`src/hdl/cdsr_pkg.sv`:
```
// cdsr_pkg: shared constants, types and time arithmetic for the shock recovery monitor
package cdsr_pkg;

  localparam logic [7:0] TIMER_LOAD_SINGLE = 8'd40;
  localparam logic [7:0] TIMER_LOAD_DOUBLE = 8'd20;

  localparam logic [1:0] OP_POLL    = 2'd0;
  localparam logic [1:0] OP_ENABLE  = 2'd1;
  localparam logic [1:0] OP_DISABLE = 2'd2;

  localparam logic [1:0] KIND_OTHER   = 2'd0;
  localparam logic [1:0] KIND_ABS     = 2'd1;
  localparam logic [1:0] KIND_LEAD_IN = 2'd2;

  localparam logic [1:0] JST_READY = 2'd0;
  localparam logic [1:0] JST_ERROR = 2'd1;
  localparam logic [1:0] JST_BUSY  = 2'd2;

  localparam logic [6:0] WIN_LOW_FRM   = 7'h0F;
  localparam logic [6:0] JUMP_AHEAD_FRM = 7'h28;
  localparam logic       WIN_HIGH_SEC  = 1'b1;

  typedef struct packed {
    logic [6:0] min;
    logic [5:0] sec;
    logic [6:0] frm;
  } cdsr_time_t;

  typedef struct packed {
    logic [1:0] op;
    logic       timer_expired;
    logic [1:0] subcode_kind;
    cdsr_time_t now;
    logic [1:0] jump_status;
    cdsr_time_t target;
  } cdsr_item_t;

  typedef struct packed {
    logic       mute_set;
    logic       mute_clear;
    logic       jump_request;
    cdsr_time_t jump;
    logic       timer_reload;
    logic [7:0] reload_value;
    logic       active;
    logic       repairing;
  } cdsr_result_t;

  // add seconds and frames with one carry per stage, then mask to field widths
  function automatic cdsr_time_t msf_add(cdsr_time_t a, logic sec_add, logic [6:0] frm_add);
    logic [7:0] f;
    logic [6:0] s;
    logic [7:0] m;
    logic       c_f;
    logic       c_s;
    cdsr_time_t r;
    f   = {1'b0, a.frm} + {1'b0, frm_add};
    c_f = (f >= 8'd75);
    if (c_f) f = f - 8'd75;
    s   = {1'b0, a.sec} + {6'b0, sec_add} + {6'b0, c_f};
    c_s = (s >= 7'd60);
    if (c_s) s = s - 7'd60;
    m   = {1'b0, a.min} + {7'b0, c_s};
    if (m >= 8'd100) m = m - 8'd100;
    r.min = m[6:0];
    r.sec = s[5:0];
    r.frm = f[6:0];
    return r;
  endfunction

endpackage

```
`src/hdl/cdsr_if.sv`:
```
// cdsr_in_if and cdsr_out_if: valid/ready channels for requests and results
interface cdsr_in_if;
  logic       valid;
  logic       ready;
  logic [1:0] op;
  logic       timer_expired;
  logic [1:0] subcode_kind;
  logic [6:0] now_min;
  logic [5:0] now_sec;
  logic [6:0] now_frm;
  logic [1:0] jump_status;
  logic [6:0] target_min;
  logic [5:0] target_sec;
  logic [6:0] target_frm;

  modport source (output valid, op, timer_expired, subcode_kind, now_min, now_sec, now_frm,
                  jump_status, target_min, target_sec, target_frm, input ready);
  modport sink   (input valid, op, timer_expired, subcode_kind, now_min, now_sec, now_frm,
                  jump_status, target_min, target_sec, target_frm, output ready);
endinterface

interface cdsr_out_if;
  logic       valid;
  logic       ready;
  logic       mute_set;
  logic       mute_clear;
  logic       jump_request;
  logic [6:0] jump_min;
  logic [5:0] jump_sec;
  logic [6:0] jump_frm;
  logic       timer_reload;
  logic [7:0] reload_value;
  logic       active;
  logic       repairing;

  modport source (output valid, mute_set, mute_clear, jump_request, jump_min, jump_sec,
                  jump_frm, timer_reload, reload_value, active, repairing, input ready);
  modport sink   (input valid, mute_set, mute_clear, jump_request, jump_min, jump_sec,
                  jump_frm, timer_reload, reload_value, active, repairing, output ready);
endinterface

```
`src/hdl/cd_shock_recovery_monitor.sv`:
```
// cd_shock_recovery_monitor: subcode time continuity monitor with mute and jump repair
//
// Requests arrive on in_ch (valid/ready): an op (poll, enable, disable) together with
// the progress timer flag, subcode kind, current absolute time, the outcome of the
// jump request of this step and the play target. Every request gives exactly one
// result on out_ch: mute switching, jump request and target, timer reload and load
// value, and the monitor and repair flags after the step.
// cfg_we/cfg_wdata write single_speed (reset 1), which picks the timer load value;
// write it only while no request is in flight.
// A request is first captured in the input register, then the time adders, window
// compares and state update feed the result register.
// Throughput is one request per cycle while the receiver takes results; the
// input register is refilled in the same cycle that its request moves to the
// result register.
// When the receiver stalls, the result holds, the input register keeps the next
// request and in_ch.ready drops once both are full.
// Reset (rst_n low, synchronous) clears monitor, repair, reference time and both
// valid flags, and sets single speed.
module cd_shock_recovery_monitor
  import cdsr_pkg::*;
(
  input  logic         clk,
  input  logic         rst_n,
  cdsr_in_if.sink      in_ch,
  cdsr_out_if.source   out_ch,
  input  logic         cfg_we,
  input  logic         cfg_wdata
);

  logic         single_speed_r;
  logic         monitor_r, monitor_nxt;
  logic         repair_r, repair_nxt;
  cdsr_time_t   ref_r, ref_nxt;

  logic         s1_valid_r;
  cdsr_item_t   s1_r;
  logic         out_valid_r;
  cdsr_result_t out_r, out_nxt;

  logic         advance;

  assign advance     = s1_valid_r && (!out_valid_r || out_ch.ready);
  assign in_ch.ready = !s1_valid_r || advance;

  always_ff @(posedge clk) begin
    if (!rst_n) begin
      single_speed_r <= 1'b1;
    end else if (cfg_we) begin
      single_speed_r <= cfg_wdata;
    end
  end

  always_ff @(posedge clk) begin
    if (!rst_n) begin
      s1_valid_r <= 1'b0;
    end else if (in_ch.ready) begin
      s1_valid_r <= in_ch.valid;
    end
  end

  always_ff @(posedge clk) begin
    if (in_ch.valid && in_ch.ready) begin
      s1_r.op            <= in_ch.op;
      s1_r.timer_expired <= in_ch.timer_expired;
      s1_r.subcode_kind  <= in_ch.subcode_kind;
      s1_r.now.min       <= in_ch.now_min;
      s1_r.now.sec       <= in_ch.now_sec;
      s1_r.now.frm       <= in_ch.now_frm;
      s1_r.jump_status   <= in_ch.jump_status;
      s1_r.target.min    <= in_ch.target_min;
      s1_r.target.sec    <= in_ch.target_sec;
      s1_r.target.frm    <= in_ch.target_frm;
    end
  end

  always_comb begin
    cdsr_time_t win_low;
    cdsr_time_t win_high;
    cdsr_time_t win;
    logic       ok;
    monitor_nxt = monitor_r;
    repair_nxt  = repair_r;
    ref_nxt     = ref_r;
    out_nxt     = '0;
    out_nxt.reload_value = single_speed_r ? TIMER_LOAD_SINGLE : TIMER_LOAD_DOUBLE;
    win_low  = msf_add(ref_r, 1'b0, WIN_LOW_FRM);
    win_high = msf_add(ref_r, WIN_HIGH_SEC, 7'd0);
    // packed min/sec/frm compares in time order
    ok = (s1_r.now > win_low) && (win_high >= s1_r.now);
    win = '0;
    case (s1_r.op)
      OP_ENABLE: begin
        out_nxt.timer_reload = 1'b1;
        ref_nxt     = s1_r.target;
        monitor_nxt = 1'b1;
        repair_nxt  = 1'b0;
      end
      OP_DISABLE: begin
        monitor_nxt = 1'b0;
      end
      OP_POLL: begin
        if (monitor_r) begin
          if (!repair_r && s1_r.timer_expired) begin
            if (s1_r.subcode_kind == KIND_ABS) begin
              if (ok) begin
                out_nxt.timer_reload = 1'b1;
                ref_nxt = s1_r.now;
              end else begin
                repair_nxt = 1'b1;
                out_nxt.mute_set = 1'b1;
              end
            end else if (s1_r.subcode_kind == KIND_LEAD_IN) begin
              repair_nxt = 1'b1;
              out_nxt.mute_set = 1'b1;
            end
          end
          // in repair the reference holds unless the jump is ready (current time) or fails (jump target)
          if (repair_nxt) begin
            win = msf_add(ref_r, 1'b0, JUMP_AHEAD_FRM);
            out_nxt.jump_request = 1'b1;
            out_nxt.jump = win;
            if (s1_r.jump_status == JST_READY) begin
              repair_nxt = 1'b0;
              out_nxt.timer_reload = 1'b1;
              ref_nxt = s1_r.now;
              out_nxt.mute_clear = 1'b1;
            end else if (s1_r.jump_status == JST_ERROR) begin
              ref_nxt = win;
            end
          end
        end
      end
      default: begin
      end
    endcase
    out_nxt.active    = monitor_nxt;
    out_nxt.repairing = repair_nxt;
  end

  always_ff @(posedge clk) begin
    if (!rst_n) begin
      monitor_r   <= 1'b0;
      repair_r    <= 1'b0;
      ref_r       <= '0;
      out_valid_r <= 1'b0;
    end else begin
      if (advance) begin
        monitor_r <= monitor_nxt;
        repair_r  <= repair_nxt;
        ref_r     <= ref_nxt;
      end
      if (advance) begin
        out_valid_r <= 1'b1;
      end else if (out_ch.ready) begin
        out_valid_r <= 1'b0;
      end
    end
  end

  always_ff @(posedge clk) begin
    if (advance) begin
      out_r <= out_nxt;
    end
  end

  assign out_ch.valid        = out_valid_r;
  assign out_ch.mute_set     = out_r.mute_set;
  assign out_ch.mute_clear   = out_r.mute_clear;
  assign out_ch.jump_request = out_r.jump_request;
  assign out_ch.jump_min     = out_r.jump.min;
  assign out_ch.jump_sec     = out_r.jump.sec;
  assign out_ch.jump_frm     = out_r.jump.frm;
  assign out_ch.timer_reload = out_r.timer_reload;
  assign out_ch.reload_value = out_r.reload_value;
  assign out_ch.active       = out_r.active;
  assign out_ch.repairing    = out_r.repairing;

endmodule

```
`src/flat_wrapper.sv`:
```
// flat-port wrapper written by rule: the top's interface ports become plain ports
module cd_shock_recovery_monitor_flat import cdsr_pkg::*;
  (clk, rst_n, cfg_we, cfg_wdata, in_ch_valid, in_ch_op, in_ch_timer_expired, in_ch_subcode_kind, in_ch_now_min, in_ch_now_sec, in_ch_now_frm, in_ch_jump_status, in_ch_target_min, in_ch_target_sec, in_ch_target_frm, in_ch_ready, out_ch_valid, out_ch_mute_set, out_ch_mute_clear, out_ch_jump_request, out_ch_jump_min, out_ch_jump_sec, out_ch_jump_frm, out_ch_timer_reload, out_ch_reload_value, out_ch_active, out_ch_repairing, out_ch_ready);
  cdsr_in_if in_ch_i ();
  cdsr_out_if out_ch_i ();
  input  logic clk;
  input  logic rst_n;
  input  logic cfg_we;
  input  logic cfg_wdata;
  input wire logic [$bits(in_ch_i.valid)-1:0] in_ch_valid;
  input wire logic [$bits(in_ch_i.op)-1:0] in_ch_op;
  input wire logic [$bits(in_ch_i.timer_expired)-1:0] in_ch_timer_expired;
  input wire logic [$bits(in_ch_i.subcode_kind)-1:0] in_ch_subcode_kind;
  input wire logic [$bits(in_ch_i.now_min)-1:0] in_ch_now_min;
  input wire logic [$bits(in_ch_i.now_sec)-1:0] in_ch_now_sec;
  input wire logic [$bits(in_ch_i.now_frm)-1:0] in_ch_now_frm;
  input wire logic [$bits(in_ch_i.jump_status)-1:0] in_ch_jump_status;
  input wire logic [$bits(in_ch_i.target_min)-1:0] in_ch_target_min;
  input wire logic [$bits(in_ch_i.target_sec)-1:0] in_ch_target_sec;
  input wire logic [$bits(in_ch_i.target_frm)-1:0] in_ch_target_frm;
  output wire logic [$bits(in_ch_i.ready)-1:0] in_ch_ready;
  output wire logic [$bits(out_ch_i.valid)-1:0] out_ch_valid;
  output wire logic [$bits(out_ch_i.mute_set)-1:0] out_ch_mute_set;
  output wire logic [$bits(out_ch_i.mute_clear)-1:0] out_ch_mute_clear;
  output wire logic [$bits(out_ch_i.jump_request)-1:0] out_ch_jump_request;
  output wire logic [$bits(out_ch_i.jump_min)-1:0] out_ch_jump_min;
  output wire logic [$bits(out_ch_i.jump_sec)-1:0] out_ch_jump_sec;
  output wire logic [$bits(out_ch_i.jump_frm)-1:0] out_ch_jump_frm;
  output wire logic [$bits(out_ch_i.timer_reload)-1:0] out_ch_timer_reload;
  output wire logic [$bits(out_ch_i.reload_value)-1:0] out_ch_reload_value;
  output wire logic [$bits(out_ch_i.active)-1:0] out_ch_active;
  output wire logic [$bits(out_ch_i.repairing)-1:0] out_ch_repairing;
  input wire logic [$bits(out_ch_i.ready)-1:0] out_ch_ready;
  assign in_ch_i.valid = in_ch_valid;
  assign in_ch_i.op = in_ch_op;
  assign in_ch_i.timer_expired = in_ch_timer_expired;
  assign in_ch_i.subcode_kind = in_ch_subcode_kind;
  assign in_ch_i.now_min = in_ch_now_min;
  assign in_ch_i.now_sec = in_ch_now_sec;
  assign in_ch_i.now_frm = in_ch_now_frm;
  assign in_ch_i.jump_status = in_ch_jump_status;
  assign in_ch_i.target_min = in_ch_target_min;
  assign in_ch_i.target_sec = in_ch_target_sec;
  assign in_ch_i.target_frm = in_ch_target_frm;
  assign in_ch_ready = in_ch_i.ready;
  assign out_ch_valid = out_ch_i.valid;
  assign out_ch_mute_set = out_ch_i.mute_set;
  assign out_ch_mute_clear = out_ch_i.mute_clear;
  assign out_ch_jump_request = out_ch_i.jump_request;
  assign out_ch_jump_min = out_ch_i.jump_min;
  assign out_ch_jump_sec = out_ch_i.jump_sec;
  assign out_ch_jump_frm = out_ch_i.jump_frm;
  assign out_ch_timer_reload = out_ch_i.timer_reload;
  assign out_ch_reload_value = out_ch_i.reload_value;
  assign out_ch_active = out_ch_i.active;
  assign out_ch_repairing = out_ch_i.repairing;
  assign out_ch_i.ready = out_ch_ready;
  cd_shock_recovery_monitor u_core (.clk(clk), .rst_n(rst_n), .in_ch(in_ch_i), .out_ch(out_ch_i), .cfg_we(cfg_we), .cfg_wdata(cfg_wdata));
endmodule
```
`config.mk`:
```
export PLATFORM = sky130hd
export DESIGN_NAME = cd_shock_recovery_monitor_flat
export DESIGN_NICKNAME = d
export VERILOG_FILES = /design/src/hdl/cdsr_pkg.sv /design/src/hdl/cdsr_if.sv /design/src/hdl/cd_shock_recovery_monitor.sv /design/src/flat_wrapper.sv
export SDC_FILE = /design/constraint.sdc
export NUM_CORES = 1
export LEC_CHECK = 0
export BUFFER_PORTS_ARGS = -buffer_cell sky130_fd_sc_hd__buf_2
export CAP_MARGIN = 20
export CORE_ASPECT_RATIO = 0.7
export CORE_UTILIZATION = 25
export CTS_CLUSTER_SIZE = 40
export DETAILED_ROUTE_END_ITERATION = 10
export PLACE_DENSITY_LB_ADDON = 0.05
export SLEW_MARGIN = 15
export SYNTH_ARGS = -nofsm -noshare
export SYNTH_HDL_FRONTEND = slang
export SYNTH_SLANG_ARGS = --single-unit
```
`constraint.sdc`:
```
create_clock -name clk -period 7.7 [get_ports clk]
set_input_delay 1.925 -clock clk [delete_from_list [all_inputs] [get_ports clk]]
set_output_delay 1.925 -clock clk [all_outputs]
set_load 0.02 [all_outputs]
```
==> qor.yml, run 1 <==
ys_ff_latch: 100
vias: 6813
synth_edf_count: 75
coreArea_um2: 29340
synth_compound_area_share_pct: 20.04
async_flop_share_pct: 0
antenna_found_initial: 0
post-route-min-period_ps: 7641
grt_max_degree: 48
crit_fanout: 5
synthTopCellsByArea: "edfxtp_1, ha_1, dfxtp_1, xnor2_1, nand2_1"
cp-startpoint: "u_core.ref_r[3]$_SDFFE_PN0P_"
cts_tree: "done"
drive_above_1_share_pct: 30.87
status: "completed"
r2r_slack_ps: 60
dr.pass1.iters: 6
crit_type: "reg -> reg"
slew_headroom_pct: 35.66
p_per_area_nw_per_um2: 135.9
grt_usage_pct: 18.25
rsz0062_at_grt: "yes"
rows: 52
pin_count: 89
crit_slowest_cell: "or3_4"
setup_violations: 0
cts_sinks: 100
dieArea_um2: 30980
required_ps: 7990
cts_root_buffer: "clkbuf_16"
cpPeakStageDelay_ps: 420
clockBufferDepth: 2
setup_slack_ps: 58.78
yosysTopAreaCellShare_pct: 29.77
hold_viol_final: 0
maxCapViolCount: 0
clk_pin_slew_ps: 80
gr-total-overflow: 0
start_util_pct: 25.78
arrival_ps: 7930
ant_nets: 0
routedWlPerCell_um: 20.36
vdd_drop_max_mv: 0.09763
finalSetupTns_ps: 0
p_leak_uw: 0.004072
grt_first_pass_wirelength_mm: 42.35
end_kind: "flop"
yosysWarningCount: 0
syn_avg_cell_area_um2: 9.364
synth.area.mux_share_pct: 2.514
r2r_start: "u_core.ref_r[3]$_SDFFE_PN0P_"
syn_inst: 808
dp_worst_setup_slack_ps: -410.8
final_common_cell: "buf_4"
syn-cell-area_um2: 7566
hp-class: "reg -> reg"
cts_max_level: 3
grt_pass1_vias: 6760
worst_pin_slew_ps: 963.8
io_buffers: 84
period_share_pct: 99.24
synth-seq-area-share_pct: 36.38
via_per_inst: 4.984
dp_hpwl_mm: 21.69
drt_iter0_markers: 468
cpMostUsedCell: "ha_4"
min_from: "u_core.single_speed_r$_SDFFE_PN1P_"
rr_endpoint: "u_core.ref_r[9]$_SDFFE_PN0P_"
synth_xor_area_share_pct: 7.061
numCtsBuffers: 9
diodes: 0
crit_end: "u_core.ref_r[9]$_SDFFE_PN0P_"
yosys.area.top_type: "edfxtp_1"
synth-main-ff-cell: "edfxtp_1"
clk-insertion-delay-late_ps: 370
synthToLayoutAreaGrowth_pct: 31.70
whs_ps: 454.5
cp-start-kind: "flop"
final_core_util_pct: 33.96
routed_wirelength_mm: 27.83
r2r_cells: 41
nets: 1085
route.detailed.drc: 0
power_uw: 1354
yosys.area_share.simple_pct: 15.68
clock.fmax_mhz: 130.9
yosys.area_share.adder_pct: 12.67
layout_common_cells: "buf_4, buf_2, edfxtp_1, nand2_1, ha_1"
slew_violations: 0
synth_top_family_by_area: "compound AO/OA/AOI/OAI gates"
fin_skew_ps: 12.26
gp_congestion: 0.8707
die_h_um: 147.6
die_w_um: 209.9
yosysUniqueCellTypes: 79
worst max-delay path: cells and delay by family (launching register included):
| kind | cells | cell delay [ps] |
|---|---|---|
| AO/OA/AOI/OAI | 12 | 2200 |
| flip-flops | 1 | 380 |
| adder cells (fa/ha/maj) | 8 | 1780 |
| XOR/XNOR | 4 | 460 |
| AND/OR/NAND/NOR | 11 | 2010 |
| buffers and inverters | 6 | 730 |
worst min-delay path by stage:
stage | end | slack, ps | cells after the start
detailed placement | u_core.out_ch.reload_value[3]$_DFFE_PP_ | 440 | 0
CTS | u_core.out_ch.reload_value[3]$_DFFE_PP_ | 460 | 0
floorplan | u_core.out_ch.reload_value[3]$_DFFE_PP_ | 410 | 0
global placement | u_core.out_ch.reload_value[3]$_DFFE_PP_ | 420 | 0
finish | u_core.out_ch.reload_value[3]$_DFFE_PP_ | 450 | 0
global route | u_core.out_ch.reload_value[3]$_DFFE_PP_ | 480 | 0
area by class of cell:
class,instances,area [um^2]
Clock inverter,7,85.08
Inverter,54,209.0
Tap cell,405,506.7
Sequential cell,100,2765
Multi-Input combinational cell,611,4949
Fill cell,3026,19380
Clock buffer,9,225.2
Timing Repair Buffer,181,1225
per-stage QoR:
step / area (um^2) / instances
finish: 9965 / 1367
global route: 9965 / 1367
CTS: 9545 / 1358
detailed placement: 9050 / 1334
global placement: 9050 / 1334
floorplan: 7749 / 811
cell usage after synthesis, types with 14 or more instances:
library cell  instances
edfxtp_1             75
ha_1                 75
nand2_1              67
inv_1                51
a21oi_1              50
nor2_1               50
o21ai_0              44
xnor2_1              42
nand3_1              28
dfxtp_1              25
clkbuf_1             23
nor2b_1              19
xor2_1               19
o211ai_1             16
a211oi_1             14
timing repair:
item | in CTS | in global routing
hold buffers | 0 | 0
gates cloned | 0 | 1
setup buffers | 8 | 9
gates resized for setup | 25 | 65
pin swaps | 16 | 31
setup endpoints to repair | 46 | 46
sequential cells by signal, summed over array words and instances, names as in the netlist, 2 cells and up:
name                        flops
u_core.ref_r                   20
u_core.out_ch.jump_sec          6
u_core.out_ch.jump_min          7
u_core.s1_r                    47
u_core.out_ch.reload_value      2
u_core.out_ch.jump_frm          7
routing by layer:
| layer | global-route usage (%) | share of wire, % | up-vias | routed length (um) |
|---|---|---|---|---|
| li1 | - | - | 3243 | - |
| met4 | 2.810 | 0.91 | 0 | 252 |
| met5 | 0 | 0 | - | 0 |
| met3 | 2.719 | 4.9 | 21 | 1369 |
| met1 | 29.06 | 54 | 3334 | 15040 |
| met2 | 25.76 | 40 | 215 | 11170 |
cells by family (layout without fill, tap and decap cells):
family / count (synthesis) / in the layout
muxes: 18 / 18
other: 1 / 4
adders and majority gates: 77 / 77
and+or+nand+nor: 232 / 232
buffers and inverters: 100 / 251
DFF: 100 / 100
xor gates and xnor gates: 61 / 61
AOI/OAI and AO/OA: 219 / 219
power breakdown:
group / switching [uW] / total [uW] / internal [uW]
logic: 140 / 229 / 89.0
registers: 27.6 / 632 / 605
clock network: 235 / 493 / 258
Note: power is estimated with default switching activity, not from simulation.
==> run 2: changes to the inputs <==
--- a/config.mk
+++ b/config.mk
@@ -5,10 +5,11 @@
 export SDC_FILE = /design/constraint.sdc
 export NUM_CORES = 1
 export LEC_CHECK = 0
+export ABC_AREA = 1
 export BUFFER_PORTS_ARGS = -buffer_cell sky130_fd_sc_hd__buf_2
 export CAP_MARGIN = 20
 export CORE_ASPECT_RATIO = 0.7
-export CORE_UTILIZATION = 25
+export CORE_UTILIZATION = 30
 export CTS_CLUSTER_SIZE = 40
 export DETAILED_ROUTE_END_ITERATION = 10
 export PLACE_DENSITY_LB_ADDON = 0.05
==> constraint.sdc (replaced) <==
create_clock -name clk -period 7.7 [get_ports clk]
set_input_delay 1.925 -clock clk [delete_from_list [all_inputs] [get_ports clk]]
set_output_delay 1.925 -clock clk [all_outputs]
set_load 0.05 [all_outputs]
==> run 2 against run 1 <==
Against the previous run:
- final area shrank 12%
- clock-buffer cell count grew 1
- register-to-register slack gained 640 ps
- global-route usage grew 1.3 points
- worst hold slack lost 8.8 ps
- first-iteration DRC count grew 47%
- synthesized cell count grew 26%
- clock power shrank 3%
- routed wire length shrank 11%
- core utilization grew 1.6 points
- sequential share of layout area grew 3.7 points
- combinational power is essentially flat
==> qor.yml, run 2 <==
syn_inst: 1018  # was 808
async_flop_share_pct: 0  # unchanged
p_switching_uw: 403.4  # was 402.5 uW
clk-insertion-delay-late_ps: 370  # about the same
grt_pass1_vias: 6154  # was 6760
top_regs: "u_core.s1_r x47, u_core.ref_r x20"  # unchanged
largest_register: "u_core.s1_r"  # unchanged
synthTopCellsByArea: "edfxtp_1, nand2_1, ha_1, nor2_1, dfxtp_1"  # was edfxtp_1, ha_1, dfxtp_1, xnor2_1, nand2_1
routed_wirelength_mm: 24.90  # was 27.83 mm
clk_pin_slew_ps: 80  # about the same
crit_fanout: 13  # was 5
diodes: 0  # unchanged
power_uw: 1336  # was 1354 uW
io_buffers: 84  # unchanged
dr.pass1.iters: 6  # unchanged
yosysMostFrequentCell: "nand2_1"
setup_slack_ps: 700.4  # was 58.78 ps
grt_max_degree: 48  # unchanged
whs_ps: 445.7  # was 454.5 ps
ys_ff_latch: 100  # unchanged
yosysUniqueCellTypes: 39  # was 79
crit_type: "reg -> reg"  # unchanged
crit_slowest_cell: "dfxtp_1"  # was or3_4
route.detailed.drc: 0  # unchanged
synthToLayoutAreaGrowth_pct: 16.17  # was 31.70%
cp-start-kind: "flop"  # unchanged
syn-cell-area_um2: 7558  # was 7566 um^2
synth-main-ff-cell: "edfxtp_1"  # unchanged
antenna_found_initial: 0  # unchanged
die_w_um: 191.7  # was 209.9 um
clock.fmax_mhz: 142.9  # was 130.9 MHz
largest_register_ff_count: 47  # unchanged
fin_cells: 1437  # was 1367
yosysWarningCount: 0  # unchanged
swShare_pct: 30.20  # was 29.72%
fin_skew_ps: 15.96  # was 12.26 ps
end_kind: "flop"  # unchanged
cts_root_buffer: "clkbuf_16"  # unchanged
synth_edf_count: 75  # unchanged
p_leak_uw: 0.004131  # was 0.004072 uW
setup_violations: 0  # unchanged
cts_sinks: 100  # unchanged
die_h_um: 134.8  # was 147.6 um
slew_headroom_pct: 38.28  # was 35.66%
ant_nets: 0  # unchanged
status: "completed"  # unchanged
slew_violations: 0  # unchanged
yosys.area.top_type: "edfxtp_1"  # unchanged
rows: 48  # was 52
hold_viol_final: 0  # unchanged
drt_iter0_markers: 687  # was 468
start_util_pct: 30.62  # was 25.78%
cts_tree: "done"  # unchanged
drive_above_1_share_pct: 14.03  # was 30.87%
synth-seq-area-share_pct: 36.42  # was 36.38%
numCtsBuffers: 9  # unchanged
period_share_pct: 90.90  # was 99.24%
grt_first_pass_wirelength_mm: 37.18  # was 42.35 mm
dieArea_um2: 25840  # was 30980 um^2
maxCapViolCount: 0  # unchanged
finalSetupTns_ps: 0  # unchanged
worst_pin_slew_ps: 924.4  # was 963.8 ps
holdBufCountCts: 0  # unchanged
fillers: 2686  # was 3026
dp_hpwl_mm: 19.18  # was 21.69 mm
cpPeakStageDelay_ps: 420  # about the same
clockBufferDepth: 2  # unchanged
gr-total-overflow: 0  # unchanged
nets: 1235  # was 1085
routedWlPerCell_um: 17.33  # was 20.36 um
syn_avg_cell_area_um2: 7.425  # was 9.364 um^2
vias: 6711  # was 6813
gp_congestion: 0.8663  # was 0.8707
cts_max_level: 3  # unchanged
path_delay_family: "simple AND/OR/NAND/NOR gates"  # was compound AO/OA/AOI/OAI gates
vdd_drop_max_mv: 0.1216  # was 0.09763 mV
dp_worst_setup_slack_ps: 362.3  # was -410.8 ps
coreArea_um2: 24680  # was 29340 um^2
synthTopCellsByCount: "nand2_1, nor2_1, inv_1, nand3_1"  # was edfxtp_1, ha_1, nand2_1, inv_1
grt_usage_pct: 19.57  # was 18.25%
required_ps: 7980  # was 7990 ps
hp-class: "reg -> reg"  # unchanged
pin_count: 89  # unchanged
final_common_cell: "nand2_1"  # was buf_4
post-route-min-period_ps: 7000  # was 7641 ps
path_buf_inv: 6  # unchanged
p_int_uw: 932.2  # was 951.7 uW
seqPwrFrac_pct: 47.1  # was 46.7%
multi_input_area_um2: 4103  # was 4949 um^2
p_per_area_nw_per_um2: 152.1  # was 135.9 nW/um^2
regArea_um2: 2758  # was 2765 um^2
pwr-share-comb_pct: 17.2  # was 16.9%
rsz0062_at_grt: "no"  # was yes
dp_cells: 1419  # was 1334
layout_common_cells: "nand2_1, nor2_1, inv_1, buf_2, nand3_1"  # was buf_4, buf_2, edfxtp_1, nand2_1, ha_1
via_per_inst: 4.670  # was 4.984
arrival_ps: 7280  # was 7930 ps
power_frac_clock_pct: 35.7  # was 36.4%
yosysTopAreaCellShare_pct: 29.80  # was 29.77%
[run 2: cell types whose count changed in the layout (fill, tap and decap cells not counted), sizes merged, moves of 15 or more]
cell	before	now
xor2	19	46
nand3	29	79
xnor2	42	10
nor2	51	138
inv	52	134
nor2b	20	0
buf	180	118
nand2	67	260
o211ai	16	1
[run 2: metal layers]
metal  global-route usage [%]  vias up  routed length, um
li1                         -     3456                  -
met1                    33.58     3017              14510
met2                    23.51      223               8449
met3                    4.184       15               1740
met4                    3.351        0                206
met5                        0        -                  0
[run 2: timing repair]
action                                  CTS  global route
endpoints found under the setup margin    0            45
buffers inserted                          0             1
gates resized for setup                   0             7
[run 2: final cells by class]
type                            count  area share, %
Clock inverter                      6         0.7979
Sequential cell                   100          31.40
Tap cell                          325          4.631
Clock buffer                       10          2.608
Multi-Input combinational cell    744          46.72
Inverter                          134          5.771
Timing Repair Buffer              118          8.065
[run 2: path summary, 6_finish.rpt]
kind	startpoint	end	slack, ps	depth (start not counted)
hold reg to reg	u_core.single_speed_r$_SDFFE_PN1P_	u_core.out_ch.reload_value[3]$_DFFE_PP_	450	0
hold / removal	u_core.single_speed_r$_SDFFE_PN1P_	u_core.out_ch.reload_value[3]$_DFFE_PP_	450	0
setup reg to reg	u_core.ref_r[2]$_SDFFE_PN0P_	u_core.ref_r[15]$_SDFFE_PN0P_	700	46
setup / recovery	u_core.ref_r[2]$_SDFFE_PN0P_	u_core.ref_r[15]$_SDFFE_PN0P_	700	46
[run 2: stage by stage]
stage	cell area, um^2	util (%)
finish	8781	35.57
global route	8781	35.57
CTS	8725	35.35
detailed placement	8426	34.13
global placement	8426	34.13
floorplan	7570	-
[run 2: kinds of logic after synthesis]
kind of cell / synth area share (%)
other: 0.04961
buffers and inverters: 9.618
and+or+nand+nor: 27.23
AOI/OAI and AO/OA: 7.780
DFF: 36.42
adders and majority gates: 12.42
xor gates and xnor gates: 6.489
[run 2: power by group through the flow]
stage	Sequential [uW]	Combinational, uW	Clock, uW
global placement	641	228	0
global route	631	257	511
finish	629	229	477
CTS	629	228	496
detailed placement	641	227	0
floorplan	655	130	0
==> run 3: changes to the inputs <==
--- a/config.mk
+++ b/config.mk
@@ -8,6 +8,8 @@
 export ABC_AREA = 1
 export BUFFER_PORTS_ARGS = -buffer_cell sky130_fd_sc_hd__buf_2
 export CAP_MARGIN = 20
+export CELL_PAD_IN_SITES_DETAIL_PLACEMENT = 1
+export CELL_PAD_IN_SITES_GLOBAL_PLACEMENT = 2
 export CORE_ASPECT_RATIO = 0.7
 export CORE_UTILIZATION = 30
 export CTS_CLUSTER_SIZE = 40
==> run 3 against run 2 <==
Against the previous run:
- global-route usage increased by 1.2 points
- worst setup slack got worse by 7.2 ps
- sequential share of layout area about the same
- power decreased by 1.3%
- final cell count decreased by 0.49%
- maximum frequency decreased by 0.10%
- flip-flop and latch count unchanged
- critical path type unchanged
- routed wire length increased by 4.4%
- core utilization about the same
- combinational power about the same
- die area unchanged
- first-iteration DRC count decreased by 50%
- largest power group unchanged
==> qor.yml, run 3 (synthesized netlist as in run 2, its figures left out) <==
pin_count: 89  # unchanged
seqPwrFrac_pct: 47.9  # was 47.1%
die_h_um: 134.8  # unchanged
largest_register: "u_core.s1_r"  # unchanged
final_cell_area_um2: 8770  # was 8781 um^2
hold_viol_final: 0  # unchanged
holdBufCountCts: 0  # unchanged
gr-total-overflow: 0  # unchanged
whs_ps: 436.3  # was 445.7 ps
drt_iter0_markers: 344  # was 687
start_util_pct: 30.62  # unchanged
dr.pass1.iters: 4  # was 6
cts_tree: "done"  # unchanged
top_usage_layer: "met1"  # unchanged
drive_above_1_share_pct: 14.12  # was 14.03%
routedWlPerCell_um: 18.18  # was 17.33 um
numCtsBuffers: 9  # unchanged
worst_pin_slew_ps: 815.1  # was 924.4 ps
crit_fanout: 29  # was 13
crit_type: "reg -> reg"  # unchanged
clk_pin_slew_ps: 80  # about the same
setup_violations: 0  # unchanged
layout_common_cells: "nand2_1, nor2_1, inv_1, buf_2, nand3_1"  # unchanged
met2_usage_pct: 25.91  # was 23.51%
finalSetupTns_ps: 0  # unchanged
largest_register_ff_count: 47  # unchanged
synthToLayoutAreaGrowth_pct: 16.02  # was 16.17%
hp-class: "reg -> reg"  # unchanged
via_per_inst: 4.729  # was 4.670
slew_violations: 0  # unchanged
grt_first_pass_wirelength_mm: 39.90  # was 37.18 mm
r2r_start: "u_core.ref_r[3]$_SDFFE_PN0P_"  # was u_core.ref_r[2]$_SDFFE_PN0P_
vias: 6762  # was 6711
p_per_area_nw_per_um2: 150.3  # was 152.1 nW/um^2
dp_hpwl_mm: 20.31  # was 19.18 mm
clockBufferDepth: 2  # unchanged
cp-startpoint: "u_core.ref_r[3]$_SDFFE_PN0P_"  # was u_core.ref_r[2]$_SDFFE_PN0P_
cp-start-kind: "flop"  # unchanged
dieArea_um2: 25840  # unchanged
status: "completed"  # unchanged
nets: 1228  # was 1235
clock.fmax_mhz: 142.7  # was 142.9 MHz
maxCapViolCount: 0  # unchanged
antenna_found_initial: 0  # unchanged
coreArea_um2: 24680  # unchanged
grt_max_degree: 48  # unchanged
post-route-min-period_ps: 7007  # was 7000 ps
power_frac_clock_pct: 34.9  # was 35.7%
cpPeakStageDelay_ps: 450  # was 420 ps
diodes: 0  # unchanged
grt_usage_pct: 20.78  # was 19.57%
end_kind: "flop"  # unchanged
period_share_pct: 91.00  # was 90.90%
rsz0062_at_grt: "no"  # unchanged
grt.met1_usage_pct: 36.06  # was 33.58%
clk-insertion-delay-late_ps: 370  # about the same
r2r_slack_ps: 690  # was 700 ps
vdd_drop_max_mv: 0.1542  # was 0.1216 mV
crit_slowest_cell: "dfxtp_4"  # was dfxtp_1
swShare_pct: 31.51  # was 30.20%
met3_usage_pct: 2.807  # was 4.184%
route.detailed.drc: 0  # unchanged
top_regs: "u_core.s1_r x47, u_core.ref_r x20"  # unchanged
p_leak_uw: 0.004119  # was 0.004131 uW
io_buffers: 84  # unchanged
arrival_ps: 7300  # was 7280 ps
fin_skew_ps: 12.66  # was 15.96 ps
min_from: "u_core.single_speed_r$_SDFFE_PN1P_"  # unchanged
final_common_cell: "nand2_1"  # unchanged
die_w_um: 191.7  # unchanged
fillers: 3092  # was 2686
slew_headroom_pct: 45.60  # was 38.28%
ant_nets: 0  # unchanged
p_int_uw: 902.6  # was 932.2 uW
cts_max_level: 3  # unchanged
required_ps: 7990  # was 7980 ps
grt_pass1_vias: 6626  # was 6154
gp_congestion: 0.7929  # was 0.8663
pwr-share-comb_pct: 17.2  # about the same
rows: 48  # unchanged
cts_root_buffer: "clkbuf_16"  # unchanged
routed_wirelength_mm: 25.99  # was 24.90 mm
cts_sinks: 100  # unchanged
p_switching_uw: 415.3  # was 403.4 uW
place_area_um2: 8335  # was 8426 um^2
-- run 3: cell count changes in the layout (fill, tap and decap cells not counted), sizes merged --
| cell | delta |
|---|---|
| buf | -7 |
| clkinvlp | -2 |
| inv | -1 |
| clkinv | +4 |
| bufinv | -1 |
-- run 3: what timing repair did --
action | in CTS | in global routing
pin swaps | 0 | 1
endpoints found under the setup margin | 1 | 45
setup buffers | 0 | 6
resized for setup | 2 | 15
-- run 3: layout make-up --
| cell class | count | area (um^2) | share of cell area, % |
|---|---|---|---|
| clock buffer | 10 | 229.0 | 2.611 |
| clock inverter | 6 | 61.31 | 0.6991 |
| inverter | 134 | 506.7 | 5.778 |
| multi-input combinational | 744 | 4156 | 47.40 |
| sequential | 100 | 2758 | 31.45 |
| tap | 325 | 406.6 | 4.637 |
| timing repair buffer | 111 | 651.9 | 7.433 |
-- run 3: power groups by stage --
stage / clock network (uW) / logic [uW] / registers (uW)
floorplan: 0 / 130 / 655
global placement: 0 / 222 / 643
detailed placement: 0 / 223 / 643
CTS: 479 / 224 / 631
global route: 497 / 254 / 634
finish: 460 / 227 / 631
-- run 3: layer usage --
| metal | wire length [um] | share of wire, % | vias to the layer above |
|---|---|---|---|
| met3 | 1026 | 3.9 | 12 |
| met4 | 175 | 0.67 | 0 |
| met1 | 15920 | 61 | 3181 |
| li1 | - | - | 3433 |
| met2 | 8867 | 34 | 136 |
| met5 | 0 | 0 | - |
-- run 3: through the flow --
| step | total power (uW) | setup WS (ps) | cells | utilization, % |
|---|---|---|---|---|
| after floorplan | 784.3 | 1380 | 1021 | - |
| after global placement | 864.6 | 104.9 | 1407 | 33.77 |
| after detailed placement | 865.3 | 49.21 | 1407 | 33.77 |
| after CTS | 1335 | 171.8 | 1423 | 34.96 |
| after global routing | 1385 | 38.29 | 1430 | 35.53 |
| final | 1318 | 693.2 | 1430 | 35.53 |
-- run 3: path summary, 6_finish.rpt --
| path | end | cells past startpoint |
|---|---|---|
| worst min-delay path | u_core.out_ch.reload_value[3]$_DFFE_PP_ | 0 |
| worst max-delay path | u_core.ref_r[5]$_SDFFE_PN0P_ | 45 |
| worst min register to register | u_core.out_ch.reload_value[3]$_DFFE_PP_ | 0 |
| worst max register to register | u_core.ref_r[5]$_SDFFE_PN0P_ | 45 |
-- run 3: worst max-delay path: cells and delay by family, from the launching register on --
| kind | cells | cell delay (ps) |
|---|---|---|
| DFF | 1 | 450 |
| buffers and inverters | 4 | 700 |
| xor gates and xnor gates | 4 | 750 |
| and+or+nand+nor | 24 | 2410 |
| adders and majority gates | 8 | 1940 |
| AOI/OAI and AO/OA | 5 | 680 |
